==> src/rtl/core/qat_pkg.sv <==
// Shared types, result kinds, character codes and the UTF-8 encoder for the tokenizer.
package qat_pkg;

    localparam int COUNT_WIDTH_DEF = 16;
    localparam int QUEUE_DEPTH_DEF = 4;
    localparam int MAX_RESULTS     = 6;
    localparam int IDX_W           = 16;

    // Result kinds carried on m_tuser
    localparam logic [1:0] KIND_DATA   = 2'd0;
    localparam logic [1:0] KIND_WORD   = 2'd1;
    localparam logic [1:0] KIND_END    = 2'd2;
    localparam logic [1:0] KIND_REJECT = 2'd3;

    // Register indexes
    localparam logic REG_CHECK_SPECIALS = 1'b0;
    localparam logic REG_ARRAY_MODE     = 1'b1;

    // Characters
    localparam logic [7:0] CH_NUL    = 8'h00;
    localparam logic [7:0] CH_TAB    = 8'h09;
    localparam logic [7:0] CH_SPACE  = 8'h20;
    localparam logic [7:0] CH_DQUOTE = 8'h22;
    localparam logic [7:0] CH_DOLLAR = 8'h24;
    localparam logic [7:0] CH_AMP    = 8'h26;
    localparam logic [7:0] CH_SQUOTE = 8'h27;
    localparam logic [7:0] CH_LT     = 8'h3C;
    localparam logic [7:0] CH_GT     = 8'h3E;
    localparam logic [7:0] CH_BSLASH = 8'h5C;
    localparam logic [7:0] CH_LBRACE = 8'h7B;
    localparam logic [7:0] CH_PIPE   = 8'h7C;
    localparam logic [7:0] CH_LC_A   = 8'h61;
    localparam logic [7:0] CH_LC_B   = 8'h62;
    localparam logic [7:0] CH_LC_E   = 8'h65;
    localparam logic [7:0] CH_LC_F   = 8'h66;
    localparam logic [7:0] CH_LC_N   = 8'h6E;
    localparam logic [7:0] CH_LC_R   = 8'h72;
    localparam logic [7:0] CH_LC_T   = 8'h74;
    localparam logic [7:0] CH_LC_U   = 8'h75;
    localparam logic [7:0] CH_LC_V   = 8'h76;

    localparam logic [7:0] CTL_BEL = 8'h07;
    localparam logic [7:0] CTL_BS  = 8'h08;
    localparam logic [7:0] CTL_TAB = 8'h09;
    localparam logic [7:0] CTL_LF  = 8'h0A;
    localparam logic [7:0] CTL_VT  = 8'h0B;
    localparam logic [7:0] CTL_FF  = 8'h0C;
    localparam logic [7:0] CTL_CR  = 8'h0D;
    localparam logic [7:0] CTL_ESC = 8'h1B;

    // All results caused by one input byte
    typedef struct packed {
        logic [2:0]                  cnt;
        logic [IDX_W-1:0]            idx;
        logic [MAX_RESULTS-1:0][1:0] kind;
        logic [MAX_RESULTS-1:0][7:0] data;
    } bundle_t;

    typedef struct packed {
        logic [2:0]      len;
        logic [3:0][7:0] bytes;
    } utf8_t;

    function automatic utf8_t utf8_encode(input logic [23:0] v);
        utf8_t r;
        r.bytes = '0;
        if (v <= 24'h00007F) begin
            r.len      = 3'd1;
            r.bytes[0] = v[7:0];
        end else if (v <= 24'h0007FF) begin
            r.len      = 3'd2;
            r.bytes[0] = {3'b110, v[10:6]};
            r.bytes[1] = {2'b10, v[5:0]};
        end else if (v <= 24'h00FFFF) begin
            r.len      = 3'd3;
            r.bytes[0] = {4'b1110, v[15:12]};
            r.bytes[1] = {2'b10, v[11:6]};
            r.bytes[2] = {2'b10, v[5:0]};
        end else begin
            r.len      = 3'd4;
            r.bytes[0] = 8'hF0 | {2'b00, v[23:18]};
            r.bytes[1] = {2'b10, v[17:12]};
            r.bytes[2] = {2'b10, v[11:6]};
            r.bytes[3] = {2'b10, v[5:0]};
        end
        return r;
    endfunction

endpackage

==> src/rtl/core/qat_front.sv <==
// Front end: parse state, config registers, turns each byte into a bundle of results.
module qat_front
    import qat_pkg::*;
#(
    parameter int COUNT_WIDTH = COUNT_WIDTH_DEF
) (
    input  logic       aclk,
    input  logic       aresetn,
    input  logic       cfg_we,
    input  logic       cfg_index,
    input  logic       cfg_data,
    input  logic       in_fire,
    input  logic [7:0] in_byte,
    output logic       push,
    output bundle_t    push_bundle
);

    typedef enum logic [1:0] {QC_BETWEEN, QC_WORD, QC_SINGLE, QC_DOUBLE} qctx_t;
    typedef enum logic [2:0] {ESC_NONE, ESC_BSLASH, ESC_U, ESC_BRACE, ESC_SHORT} esc_t;

    qctx_t                  qctx_reg, qctx_next;
    esc_t                   esc_reg, esc_next;
    logic [2:0]             hexcnt_reg, hexcnt_next;
    logic [23:0]            hexval_reg, hexval_next;
    logic [COUNT_WIDTH-1:0] wcnt_reg, wcnt_next;
    logic                   rej_reg, rej_next;
    logic                   check_reg, array_reg;

    logic       dig_ok;
    logic [3:0] dig;

    always_comb begin
        dig_ok = 1'b1;
        dig    = 4'd0;
        if (in_byte >= 8'h30 && in_byte <= 8'h39)
            dig = 4'(in_byte - 8'h30);
        else if (in_byte >= 8'h61 && in_byte <= 8'h66)
            dig = 4'(in_byte - 8'h57);
        else if (in_byte >= 8'h41 && in_byte <= 8'h46)
            dig = 4'(in_byte - 8'h37);
        else
            dig_ok = 1'b0;
    end

    always_comb begin
        logic [2:0]             n;
        logic                   do_cp;
        logic                   do_plain;
        logic [23:0]            cpv;
        utf8_t                  enc;
        qctx_t                  q;
        logic [COUNT_WIDTH-1:0] wupd;
        logic [2:0]             hc_inc;
        logic [23:0]            hv_sh;
        bundle_t                b;

        n        = 3'd0;
        do_cp    = 1'b0;
        do_plain = 1'b0;
        cpv      = 24'd0;
        q        = qctx_reg;
        wupd     = wcnt_reg;
        hc_inc   = hexcnt_reg + 3'd1;
        hv_sh    = {hexval_reg[19:0], dig};
        b        = '0;

        qctx_next   = qctx_reg;
        esc_next    = esc_reg;
        hexcnt_next = hexcnt_reg;
        hexval_next = hexval_reg;
        rej_next    = rej_reg;

        if (in_byte == CH_NUL) begin
            if (!rej_reg) begin
                if (esc_reg == ESC_BSLASH) begin
                    b.kind[n] = KIND_DATA; b.data[n] = CH_BSLASH; n = n + 3'd1;
                end else if (esc_reg != ESC_NONE && hexcnt_reg != 3'd0) begin
                    do_cp = 1'b1;
                    cpv   = hexval_reg;
                end
            end
        end else if (!rej_reg) begin
            unique case (esc_reg)
                ESC_BSLASH: begin
                    esc_next = ESC_NONE;
                    unique case (in_byte)
                        CH_LC_A: begin b.kind[n] = KIND_DATA; b.data[n] = CTL_BEL; n = n + 3'd1; end
                        CH_LC_B: begin b.kind[n] = KIND_DATA; b.data[n] = CTL_BS;  n = n + 3'd1; end
                        CH_LC_E: begin b.kind[n] = KIND_DATA; b.data[n] = CTL_ESC; n = n + 3'd1; end
                        CH_LC_F: begin b.kind[n] = KIND_DATA; b.data[n] = CTL_FF;  n = n + 3'd1; end
                        CH_LC_N: begin b.kind[n] = KIND_DATA; b.data[n] = CTL_LF;  n = n + 3'd1; end
                        CH_LC_R: begin b.kind[n] = KIND_DATA; b.data[n] = CTL_CR;  n = n + 3'd1; end
                        CH_LC_T: begin b.kind[n] = KIND_DATA; b.data[n] = CTL_TAB; n = n + 3'd1; end
                        CH_LC_V: begin b.kind[n] = KIND_DATA; b.data[n] = CTL_VT;  n = n + 3'd1; end
                        CH_LC_U: begin
                            esc_next    = ESC_U;
                            hexcnt_next = 3'd0;
                            hexval_next = 24'd0;
                        end
                        default: begin
                            b.kind[n] = KIND_DATA; b.data[n] = in_byte; n = n + 3'd1;
                        end
                    endcase
                end
                ESC_U: begin
                    if (in_byte == CH_LBRACE) begin
                        esc_next = ESC_BRACE;
                    end else if (dig_ok) begin
                        esc_next    = ESC_SHORT;
                        hexcnt_next = 3'd1;
                        hexval_next = {20'd0, dig};
                    end else begin
                        esc_next = ESC_NONE;
                        do_cp    = 1'b1;
                        do_plain = 1'b1;
                    end
                end
                ESC_BRACE: begin
                    if (dig_ok && hexcnt_reg < 3'd6) begin
                        hexval_next = hv_sh;
                        hexcnt_next = hc_inc;
                    end else begin
                        esc_next = ESC_NONE;
                        do_cp    = 1'b1;
                        cpv      = hexval_reg;
                    end
                end
                ESC_SHORT: begin
                    if (dig_ok) begin
                        hexval_next = hv_sh;
                        hexcnt_next = hc_inc;
                        if (hc_inc >= 3'd4) begin
                            esc_next = ESC_NONE;
                            do_cp    = 1'b1;
                            cpv      = hv_sh;
                        end
                    end else begin
                        esc_next = ESC_NONE;
                        do_cp    = 1'b1;
                        cpv      = hexval_reg;
                        do_plain = 1'b1;
                    end
                end
                default: begin
                    esc_next = ESC_NONE;
                    do_plain = 1'b1;
                end
            endcase
        end

        enc = utf8_encode(cpv);
        if (do_cp) begin
            for (int i = 0; i < 4; i++) begin
                if (3'(i) < enc.len) begin
                    b.kind[n] = KIND_DATA; b.data[n] = enc.bytes[i]; n = n + 3'd1;
                end
            end
        end

        if (do_plain) begin
            if ((q == QC_BETWEEN || q == QC_WORD) &&
                (in_byte == CH_SPACE || in_byte == CH_TAB)) begin
                q = QC_BETWEEN;
            end else begin
                if (q == QC_BETWEEN) begin
                    q = QC_WORD;
                    if (wcnt_reg != '1)
                        wupd = wcnt_reg + 1'b1;
                    b.kind[n] = KIND_WORD;
                    b.data[n] = (wcnt_reg != '0 && !array_reg) ? CH_SPACE : CH_NUL;
                    n = n + 3'd1;
                end
                if ((in_byte == CH_SQUOTE || in_byte == CH_DQUOTE) && q == QC_WORD) begin
                    q = (in_byte == CH_SQUOTE) ? QC_SINGLE : QC_DOUBLE;
                end else if ((q == QC_SINGLE && in_byte == CH_SQUOTE) ||
                             (q == QC_DOUBLE && in_byte == CH_DQUOTE)) begin
                    q = QC_WORD;
                end else if (in_byte == CH_BSLASH) begin
                    esc_next = ESC_BSLASH;
                end else if (check_reg && q == QC_WORD &&
                             (in_byte == CH_DOLLAR || in_byte == CH_AMP ||
                              in_byte == CH_PIPE || in_byte == CH_LT ||
                              in_byte == CH_GT)) begin
                    rej_next  = 1'b1;
                    b.kind[n] = KIND_REJECT; b.data[n] = CH_NUL; n = n + 3'd1;
                end else begin
                    b.kind[n] = KIND_DATA; b.data[n] = in_byte; n = n + 3'd1;
                end
            end
            qctx_next = q;
        end

        wcnt_next = wupd;
        b.idx     = IDX_W'(wupd);

        if (in_byte == CH_NUL) begin
            b.kind[n]   = KIND_END; b.data[n] = CH_NUL; n = n + 3'd1;
            qctx_next   = QC_BETWEEN;
            esc_next    = ESC_NONE;
            hexcnt_next = 3'd0;
            hexval_next = 24'd0;
            wcnt_next   = '0;
            rej_next    = 1'b0;
        end

        b.cnt       = n;
        push_bundle = b;
        push        = in_fire && (n != 3'd0);
    end

    always_ff @(posedge aclk) begin
        if (!aresetn) begin
            qctx_reg   <= QC_BETWEEN;
            esc_reg    <= ESC_NONE;
            hexcnt_reg <= 3'd0;
            hexval_reg <= 24'd0;
            wcnt_reg   <= '0;
            rej_reg    <= 1'b0;
            check_reg  <= 1'b0;
            array_reg  <= 1'b1;
        end else begin
            if (in_fire) begin
                qctx_reg   <= qctx_next;
                esc_reg    <= esc_next;
                hexcnt_reg <= hexcnt_next;
                hexval_reg <= hexval_next;
                wcnt_reg   <= wcnt_next;
                rej_reg    <= rej_next;
            end
            if (cfg_we) begin
                if (cfg_index == REG_CHECK_SPECIALS)
                    check_reg <= cfg_data;
                if (cfg_index == REG_ARRAY_MODE)
                    array_reg <= cfg_data;
            end
        end
    end

endmodule

==> src/rtl/core/qat_queue.sv <==
// Small queue of result bundles between front end and output stage.
module qat_queue
    import qat_pkg::*;
#(
    parameter int DEPTH = QUEUE_DEPTH_DEF
) (
    input  logic    aclk,
    input  logic    aresetn,
    input  logic    push,
    input  bundle_t push_bundle,
    input  logic    pop,
    output bundle_t head,
    output logic    empty,
    output logic    full
);

    localparam int PTR_W = (DEPTH > 1) ? $clog2(DEPTH) : 1;
    localparam int CNT_W = $clog2(DEPTH + 1);
    localparam logic [PTR_W-1:0] LAST_PTR = PTR_W'(DEPTH - 1);
    localparam logic [CNT_W-1:0] FULL_CNT = CNT_W'(DEPTH);

    bundle_t          mem_reg [DEPTH];
    logic [PTR_W-1:0] wr_ptr_reg, rd_ptr_reg;
    logic [CNT_W-1:0] cnt_reg;

    assign empty = (cnt_reg == '0);
    assign full  = (cnt_reg == FULL_CNT);
    assign head  = mem_reg[rd_ptr_reg];

    always_ff @(posedge aclk) begin
        if (push)
            mem_reg[wr_ptr_reg] <= push_bundle;
    end

    always_ff @(posedge aclk) begin
        if (!aresetn) begin
            wr_ptr_reg <= '0;
            rd_ptr_reg <= '0;
            cnt_reg    <= '0;
        end else begin
            if (push)
                wr_ptr_reg <= (wr_ptr_reg == LAST_PTR) ? '0 : wr_ptr_reg + 1'b1;
            if (pop)
                rd_ptr_reg <= (rd_ptr_reg == LAST_PTR) ? '0 : rd_ptr_reg + 1'b1;
            if (push && !pop)
                cnt_reg <= cnt_reg + 1'b1;
            else if (pop && !push)
                cnt_reg <= cnt_reg - 1'b1;
        end
    end

endmodule

==> src/rtl/core/qat_back.sv <==
// Output stage: walks the head bundle one result per cycle, while m_tready does not stall it, into the output register.
module qat_back
    import qat_pkg::*;
(
    input  logic        aclk,
    input  logic        aresetn,
    input  bundle_t     head,
    input  logic        empty,
    output logic        pop,
    output logic        m_tvalid,
    input  logic        m_tready,
    output logic [23:0] m_tdata,
    output logic        m_tlast,
    output logic [1:0]  m_tuser
);

    logic [2:0]  pos_reg;
    logic        valid_reg;
    logic [23:0] data_reg;
    logic        last_reg;
    logic [1:0]  kind_reg;
    logic        load;
    logic        at_end;

    assign load   = !empty && (!valid_reg || m_tready);
    assign at_end = (pos_reg == head.cnt - 3'd1);
    assign pop    = load && at_end;

    always_ff @(posedge aclk) begin
        if (!aresetn) begin
            pos_reg   <= 3'd0;
            valid_reg <= 1'b0;
        end else begin
            if (load) begin
                valid_reg <= 1'b1;
                pos_reg   <= at_end ? 3'd0 : pos_reg + 3'd1;
            end else if (m_tready) begin
                valid_reg <= 1'b0;
            end
        end
    end

    always_ff @(posedge aclk) begin
        if (load) begin
            data_reg <= {head.idx, head.data[pos_reg]};
            kind_reg <= head.kind[pos_reg];
            last_reg <= at_end;
        end
    end

    assign m_tvalid = valid_reg;
    assign m_tdata  = data_reg;
    assign m_tlast  = last_reg;
    assign m_tuser  = kind_reg;

endmodule

==> src/rtl/core/quoted_argument_tokenizer_unit.sv <==
// Shell-style argument tokenizer: bytes in, content/word-start/end/reject results out.
// Path: the results of an accepted byte pass through the queue, then the output register, to m_*.
// Throughput: one byte per cycle while each byte yields at most one result and m_tready is high;
// a byte that yields several results (UTF-8 escapes, word start plus content) holds the output
// port until all are sent, and a queue of QUEUE_DEPTH bundles lets the input keep running.
// Reset (aresetn low, synchronous): parse state and queue cleared, check_specials=0, array_mode=1.
module quoted_argument_tokenizer_unit
    import qat_pkg::*;
#(
    parameter int COUNT_WIDTH = COUNT_WIDTH_DEF,
    parameter int QUEUE_DEPTH = QUEUE_DEPTH_DEF
) (
    input  logic        aclk,
    input  logic        aresetn,
    input  logic        s_tvalid,
    output logic        s_tready,
    input  logic [7:0]  s_tdata,   // [7:0] in_byte
    output logic        m_tvalid,
    input  logic        m_tready,
    output logic [23:0] m_tdata,   // [7:0] out_byte, [23:8] word_index
    output logic        m_tlast,
    output logic [1:0]  m_tuser,   // [1:0] kind
    input  logic        cfg_we,
    input  logic        cfg_index,
    input  logic        cfg_data
);

    bundle_t push_bundle, head;
    logic    push, pop, empty, full, in_fire;

    assign s_tready = !full;
    assign in_fire  = s_tvalid && s_tready;

    qat_front #(.COUNT_WIDTH(COUNT_WIDTH)) u_front (
        .aclk        (aclk),
        .aresetn     (aresetn),
        .cfg_we      (cfg_we),
        .cfg_index   (cfg_index),
        .cfg_data    (cfg_data),
        .in_fire     (in_fire),
        .in_byte     (s_tdata),
        .push        (push),
        .push_bundle (push_bundle)
    );

    qat_queue #(.DEPTH(QUEUE_DEPTH)) u_queue (
        .aclk        (aclk),
        .aresetn     (aresetn),
        .push        (push),
        .push_bundle (push_bundle),
        .pop         (pop),
        .head        (head),
        .empty       (empty),
        .full        (full)
    );

    qat_back u_back (
        .aclk     (aclk),
        .aresetn  (aresetn),
        .head     (head),
        .empty    (empty),
        .pop      (pop),
        .m_tvalid (m_tvalid),
        .m_tready (m_tready),
        .m_tdata  (m_tdata),
        .m_tlast  (m_tlast),
        .m_tuser  (m_tuser)
    );

endmodule

==> config.mk <==
export PLATFORM = sky130hd
export DESIGN_NAME = quoted_argument_tokenizer_unit
export DESIGN_NICKNAME = d
export VERILOG_FILES = /design/src/rtl/core/qat_pkg.sv /design/src/rtl/core/qat_front.sv /design/src/rtl/core/qat_queue.sv /design/src/rtl/core/qat_back.sv /design/src/rtl/core/quoted_argument_tokenizer_unit.sv
export SDC_FILE = /design/constraint.sdc
export NUM_CORES = 1
export LEC_CHECK = 0
export ABC_AREA = 1
export BUFFER_PORTS_ARGS = -buffer_cell sky130_fd_sc_hd__buf_2
export CAP_MARGIN = 20
export CORE_ASPECT_RATIO = 0.9
export CORE_UTILIZATION = 60
export CTS_CLUSTER_DIAMETER = 150
export DETAILED_ROUTE_END_ITERATION = 8
export GPL_TIMING_DRIVEN = 0
export PLACE_DENSITY_LB_ADDON = 0.25
export SLEW_MARGIN = 25
export SYNTH_ARGS = -nofsm -noshare
export SYNTH_HDL_FRONTEND = slang
export SYNTH_HIERARCHICAL = 1
export SYNTH_SLANG_ARGS = --single-unit
==> constraint.sdc <==
create_clock -name aclk -period 8.8 [get_ports aclk]
set_input_delay 0.44 -clock aclk [delete_from_list [all_inputs] [get_ports aclk]]
set_output_delay 0.44 -clock aclk [all_outputs]
set_load 0.03 [all_outputs]
==> results of run 1 <==
==> metal layers <==
metal | GRT usage, % | part of all wire [%] | vias up
li1 | - | - | 8113
met1 | 49.3 | 40 | 8466
met2 | 53.1 | 45 | 1072
met3 | 7.69 | 11 | 155
met4 | 12.1 | 3.2 | 2
met5 | 0 | 0.021 | -
==> layout make-up <==
| cell class | count | area, sq um | area share (%) |
|---|---|---|---|
| Timing Repair Buffer | 46 | 320 | 1.37 |
| Tap cell | 462 | 578 | 2.47 |
| Sequential cell | 407 | 11600 | 49.5 |
| Inverter | 236 | 911 | 3.90 |
| Multi-Input combinational cell | 1536 | 8090 | 34.6 |
| Clock buffer | 44 | 1020 | 4.35 |
| Buffer | 102 | 596 | 2.55 |
| Clock inverter | 28 | 282 | 1.20 |
==> logic make-up after synthesis <==
group                      count (synthesis)  share of synthesized area (%)
and+or+nand+nor                          906                           20.0
AOI/OAI and AO/OA                        580                           15.6
DFF                                      407                           54.8
buffers and inverters                    338                           7.03
adders and majority gates                 26                           1.61
xor gates and xnor gates                  18                          0.905
other                                      2                         0.0355
muxes                                      1                         0.0473
==> how the worst min path moves through the flow <==
stage / start / endpoint / cells past startpoint
after floorplan: u_front/hexval_reg[23] / u_front/hexval_reg[23] / 2
after global placement: u_front/hexval_reg[22] / u_front/hexval_reg[22] / 2
after detailed placement: u_front/hexval_reg[23] / u_front/hexval_reg[23] / 2
after CTS: cfg_data / u_front/check_reg / 3
after global routing: cfg_data / u_front/array_reg / 3
final: cfg_data / u_front/array_reg / 3
==> cell usage after synthesis, types with 3 or more instances <==
| master | number |
|---|---|
| edfxtp_1 | 343 |
| nor2_4 | 16 |
| inv_2 | 33 |
| nand3_2 | 9 |
| nand4_1 | 17 |
| nand3_1 | 127 |
| nor2_1 | 304 |
| nor4_1 | 5 |
| ha_1 | 24 |
| o21ai_1 | 90 |
| a22oi_1 | 12 |
| buf_6 | 21 |
| clkinv_1 | 3 |
| nand4_2 | 3 |
| o211ai_1 | 12 |
| a21oi_1 | 89 |
| o21a_1 | 9 |
| o22ai_1 | 107 |
| nor3_1 | 24 |
| xor2_1 | 15 |
| nand2_1 | 331 |
| nand2_2 | 26 |
| o31ai_1 | 5 |
| a211oi_1 | 4 |
| o21ai_0 | 209 |
| a21oi_2 | 16 |
| buf_1 | 3 |
| o2111ai_1 | 3 |
| a31oi_1 | 5 |
| nand2_4 | 16 |
| buf_2 | 22 |
| nand3_4 | 8 |
| dfxtp_1 | 64 |
| o221ai_1 | 9 |
| buf_4 | 7 |
| nor2_2 | 7 |
| inv_1 | 198 |
| clkbuf_1 | 48 |
==> where the power goes <==
group          internal (mW)  leakage (nW)  total, mW  switching (mW)
sequential              2.40          3.79       2.49          0.0847
combinational          0.546          4.60       1.96            1.41
clock                  0.938         0.628       1.70           0.757
total                   3.89          9.02       6.14            2.26
==> stage by stage <==
step	TNS, ps	utilization (%)	hold WS [ps]	power, mW	worst slack [ps]
floorplan	0	-	441	3.77	1670
global placement	-242550	63.9	450	4.35	-822
detailed placement	0	64.3	462	4.41	1270
CTS	0	68.0	169	6.10	1770
global route	0	68.0	197	6.40	1170
finish	0	68.0	181	6.14	1670
==> placed cells by master (no fill, tap or decap), types with 12 or more instances in the layout <==
cell	n
edfxtp_1	343
nand2_1	331
nor2_1	304
o21ai_0	209
inv_1	194
nand3_1	127
o22ai_1	107
o21ai_1	90
a21oi_1	89
buf_2	64
dfxtp_1	64
clkbuf_1	52
clkbuf_16	40
inv_2	33
nand2_2	26
ha_1	24
nor3_1	24
buf_6	21
nand4_1	17
nor2_4	16
nand2_4	16
a21oi_2	16
xor2_1	15
a22oi_1	12
o211ai_1	12
==> worst max-delay path, delay by kind of cell, from the launching register on <==
family | cells | cell delay, ps
buffers and inverters | 7 | 1170
AND/OR/NAND/NOR | 18 | 2330
XOR/XNOR | 1 | 400
flip-flops | 1 | 400
AO/OA/AOI/OAI | 4 | 650
adder cells (fa/ha/maj) | 6 | 2050
==> metrics.md, run 1 <==
| Metric | Value |
|---|---|
| Status | `finished, final reports clean` |
| Later-pin clock latency in the skew report | `560 ps` |
| GP Congestion | `between 1 and 1.5` |
| Antenna Nets Post-Route | `0` |
| F_max | `0.140 GHz` |
| Initial antenna violation count | `1` |
| Largest net degree at the start of global routing | `62` |
| Arr. time, crit path | `7580 ps` |
| Hold Vio Cnt, Final | `0` |
| Synth async-reset ratio | `0%` |
| Maxcap violations | `0` |
| DRC | `0` |
| Largest register FFs | `316` |
| Worst setup EP type | `flip-flop` |
| Top-area cell type share of the netlist area | `about half` |
| Main synth FF type | `edfxtp_1` |
| Fillcell total | `2640` |
| R2R Path Start | `u_front/hexcnt_reg[1]` |
| CP Data Required Time | `9250 ps` |
| Yosys warns | `6` |
| Layout Skew | `between 15 and 20 ps` |
| Clock Sinks | `407` |
| First-pass detailed-route iteration total | `7` |
| Post-cts resize count | `0` |
| Post-CTS Setup Bufs | `0` |
| Post-DR wirelength/cell | `21.8 microns` |
| Hold_buf cts | `0` |
| Clk buf depth | `3` |
| Via density | `6.22` |
| Initial Util | `61.6%` |
| Global route overflow | `0` |
| Core Box Area | `34400 sq um` |
| Avg Inst Size Synth | `9.28 sq um` |
| Port bufs | `42` |
| LEAKAGE | `9.02 nW` |
| Dpl hpwl | `between 40000 and 50000 microns` |
| Ant diodes | `0` |
| Seq/Total Area, Yosys | `54.8%` |
| Startpoint types | `flip-flop` |
| Vias in the first global route | `16600` |
| RSZ-0062 raised after global routing | `no` |
| Total track usage | `approximately a third` |
| CTS Buf Count | `40` |
| Post-synth top area cell | `edfxtp_1` |
| CP max-delay cell | `fa_1` |
| Crit path from | `u_front/hexcnt_reg[1]` |
| Share of layout cells above drive strength 1 | `13.0%` |
| Mapped Cells | `2278` |
| H-tree Lvls | `2` |
| Number of flops mapped to enable cells by yosys | `343` |
| R2r endpoint | `u_queue/cnt_reg[1]` |
| Max-slew violations | `0` |
| Post-route cell area | `23400 sq um` |
| Fin crit period | `~7100 ps` |
| DRT iter0 DRCs | `2189` |
| Kind of critical path | `flip-flop to flip-flop` |
| Worst IR drop on VDD | `0.000201 V` |
| Placed inst area | `22100 sq um` |
| R2R Setup Slk | `1670 ps` |
| Vias | `between 15000 and 20000` |
| TritonCTS clock tree | `built` |
| Placed cells | `2789` |
| Row count | `64` |
| Area added between synthesis and finish | `10.5%` |
| Die Y | `180 microns` |
| Fin cells | `2861` |
| Worst reg-to-reg path cell count | `36` |
| Nets | `2410` |
| Crit path top cell by count | `nand2_1` |
| Mapped Area | `21100 sq um` |
| First-pass GRT wire length | `95200 microns` |
| Seq cells post-synth | `407` |
| CP Max Fanout | `10` |
| Hold Path Class | `primary input to flip-flop` |
| Final setup vio count | `0` |
| CTS clk-pin slew, worst paths | `60 ps` |
| Fin crit share | `81.0%` |
| I/O pin count | `44` |
| Crit path to | `u_queue/cnt_reg[1]` |
| P per Cell Area | `263 nW/um^2` |
| Ranking of synthesized cells by area | `edfxtp_1, dfxtp_1, nand2_1, nor2_1, o21ai_0` |
| Die X-Extent | `200 microns` |
| Relative slew slack | `20.4%` |
| Final wirelength | `62500 microns` |
| Root Buffer | `clkbuf_16` |
| Distinct cells, synth | `64` |
| Die area | `36000 sq um` |
| Least-Margin Pin Slew | `around 1200 ps` |
| Crit path largest cell delay | `580 ps` |
Power figures use the tool's default switching activity.
==> run 2: changes to the inputs <==
- clock period: 8.8 -> 7.4 ns (I/O delays scaled with it)
==> run 2 against run 1 <==
Count of clock-buffer cells in the layout is the same; clock power grew 18%; non-clock buffer count shrank 1; critical path type unchanged; critical path depth shrank 5; wire length shrank 0.28%; sequential share of layout area is essentially flat; die area is the same; total power grew 19%; critical endpoint is now u_queue/mem_reg[0][4]; clock skew grew 1.8 ps; utilization is essentially flat.
==> metrics.md, run 2 (synthesis results as in run 1) <==
| Metric | Value |
|---|---|
| Status | `finished, final reports clean` |
| GP Congestion | `1.00 (unchanged)` |
| Maxcap violations | `0 (unchanged)` |
| Global route overflow | `0 (unchanged)` |
| F_max | `0.146 GHz (+3.8%)` |
| Initial Util | `61.6% (unchanged)` |
| Share of layout cells above drive strength 1 | `13.1% (about the same)` |
| Port bufs | `42 (unchanged)` |
| Hold_buf cts | `0 (unchanged)` |
| Crit path top cell by count | `nand2_1` |
| H-tree Lvls | `2 (unchanged)` |
| Delay-heaviest family, CP | `simple AND/OR/NAND/NOR gates` |
| Post-DR wirelength/cell | `21.8 microns (-0.24%)` |
| CP max-delay cell | `fa_1` |
| Fin crit share | `92.8% (+12 points)` |
| P per Cell Area | `313 nW/um^2 (+19%)` |
| TritonCTS clock tree | `built` |
| Layout Skew | `19.4 ps (+1.81 ps)` |
| Initial antenna violation count | `1 (unchanged)` |
| Row count | `64 (unchanged)` |
| Largest net degree at the start of global routing | `62 (unchanged)` |
| Core Box Area | `34400 sq um (unchanged)` |
| Ant diodes | `0 (unchanged)` |
| First-pass GRT wire length | `95200 microns (unchanged)` |
| CP Data Required Time | `7610 ps (-1640 ps)` |
| R2R Setup Slk | `530 ps (-1140 ps)` |
| Clk buf depth | `3 (unchanged)` |
| Final WS setup | `532 ps (-1140 ps)` |
| DP Worst Slack | `-57.6 ps (-1330 ps)` |
| Placed inst area | `22100 sq um (unchanged)` |
| Relative slew slack | `23.7% (+3.4 points)` |
| Root Buffer | `clkbuf_16` |
| CTS clk-pin slew, worst paths | `70 ps (about the same)` |
| Startpoint types | `flip-flop` |
| Worst setup EP type | `flip-flop` |
| Antenna Nets Post-Route | `0 (unchanged)` |
| Hold Vio Cnt, Final | `0 (unchanged)` |
| Post-cts resize count | `0 (unchanged)` |
| Vias | `17700 (-0.39%)` |
| Die Y | `180 microns (unchanged)` |
| Commonest non-fill, non-tap cell in the layout | `edfxtp_1` |
| Buffer and inverter count on the worst path | `9 (+2)` |
| DRT iter0 DRCs | `2333 (+6.6%)` |
| LEAKAGE | `9.02 nW (about the same)` |
| Clock Sinks | `407 (unchanged)` |
| Fillcell total | `2639 (-0.038%)` |
| Worst reg-to-reg path cell count | `31 (-14%)` |
| Vias in the first global route | `16600 (unchanged)` |
| Die X-Extent | `200 microns (unchanged)` |
| I/O pin count | `44 (unchanged)` |
| WHS Path Cells | `4 (+1)` |
| Via density | `6.20 (-0.36%)` |
| RSZ-0062 raised after global routing | `no` |
| Total track usage | `34.9% (unchanged)` |
| Largest register FFs | `316 (unchanged)` |
| Final wirelength | `62300 microns (-0.28%)` |
| CP Max Fanout | `53 (+43)` |
| First-pass detailed-route iteration total | `7 (unchanged)` |
| Die area | `36000 sq um (unchanged)` |
| CP Depth | `31 (-14%)` |
| Worst IR drop on VDD | `0.000238 V (+19%)` |
| Crit path largest cell delay | `700 ps (+120 ps)` |
| Most frequent cells in the layout | `edfxtp_1, nand2_1, nor2_1, o21ai_0, inv_1` |
| Final setup vio count | `0 (unchanged)` |
| DRC | `0 (unchanged)` |
| Nets | `2409 (-0.041%)` |
| Least-Margin Pin Slew | `1130 ps (-49.8 ps)` |
| Post-CTS Setup Bufs | `0 (unchanged)` |
| Area added between synthesis and finish | `10.5% (about the same)` |
| Fin crit period | `6870 ps (-264 ps)` |
| Post-route cell area | `23400 sq um (about the same)` |
| Later-pin clock latency in the skew report | `560 ps (about the same)` |
| R2r endpoint | `u_queue/mem_reg[0][4]` |
| Hold path start | `m_tready` |
| Hold Path End | `u_back/m_tvalid` |
| CTS Buf Count | `40 (unchanged)` |
| Hold Path Class | `primary input to flip-flop` |
| R2R Path Start | `u_front/rej_reg` |
| Max-slew violations | `0 (unchanged)` |
| Arr. time, crit path | `7080 ps (-500 ps)` |
| Dpl hpwl | `44300 microns (unchanged)` |
| Kind of critical path | `flip-flop to flip-flop` |
-- run 2: worst register-to-register path: cells and delay by family, from the launching register on --
| kind | cells | cell delay, ps |
|---|---|---|
| simple gates | 17 | 2660 |
| buf+inv | 9 | 1780 |
| fa+ha+maj | 3 | 1260 |
| compound gates | 2 | 430 |
| flops | 1 | 320 |
-- run 2: per-stage QoR --
stage	utilization [%]	setup TNS, ps	power, mW	std cells	hold WS [ps]
floorplan	-	0	4.48	2281	441
global placement	63.9	-662830	5.17	2785	450
finish	68.0	0	7.31	2860	113
CTS	68.0	0	7.25	2861	98.6
global route	68.0	0	7.61	2860	127
detailed placement	64.3	-4380	5.25	2789	462
-- run 2: routing by layer --
metal | vias up | routed length, microns | global-route usage (%)
met3 | 146 | 7480 | 7.69
li1 | 8118 | - | -
met1 | 8392 | 24700 | 49.3
met4 | 2 | 1980 | 12.1
met5 | - | 16 | 0
met2 | 1080 | 28200 | 53.1
-- run 2: report_power, final --
part / internal [mW] / leakage [nW] / switching (mW)
combinational: 0.650 / 4.60 / 1.69
clock: 1.12 / 0.628 / 0.896
sequential: 2.86 / 3.79 / 0.101
total: 4.62 / 9.02 / 2.68
-- run 2: area by class of cell --
| cell class | count | area (sq um) | area share (%) |
|---|---|---|---|
| clock inverter | 28 | 282 | 1.20 |
| clock buffer | 44 | 1020 | 4.35 |
| buffer | 101 | 592 | 2.53 |
| inverter | 236 | 911 | 3.90 |
| sequential | 407 | 11600 | 49.6 |
| multi-input combinational | 1536 | 8090 | 34.6 |
| timing repair buffer | 46 | 320 | 1.37 |
| tap | 462 | 578 | 2.47 |
-- run 2: worst max path at each step --
stage / end / start
2_1_floorplan: u_queue/mem_reg[0][0] / s_tdata[1]
3_3_place_gp: u_queue/mem_reg[3][25] / s_tdata[1]
3_5_place_dp: u_queue/cnt_reg[1] / s_tdata[1]
4_1_cts: u_queue/cnt_reg[1] / u_front/hexcnt_reg[1]
5_1_grt: u_queue/cnt_reg[2] / u_front/rej_reg
6_report: u_queue/mem_reg[0][4] / u_front/rej_reg
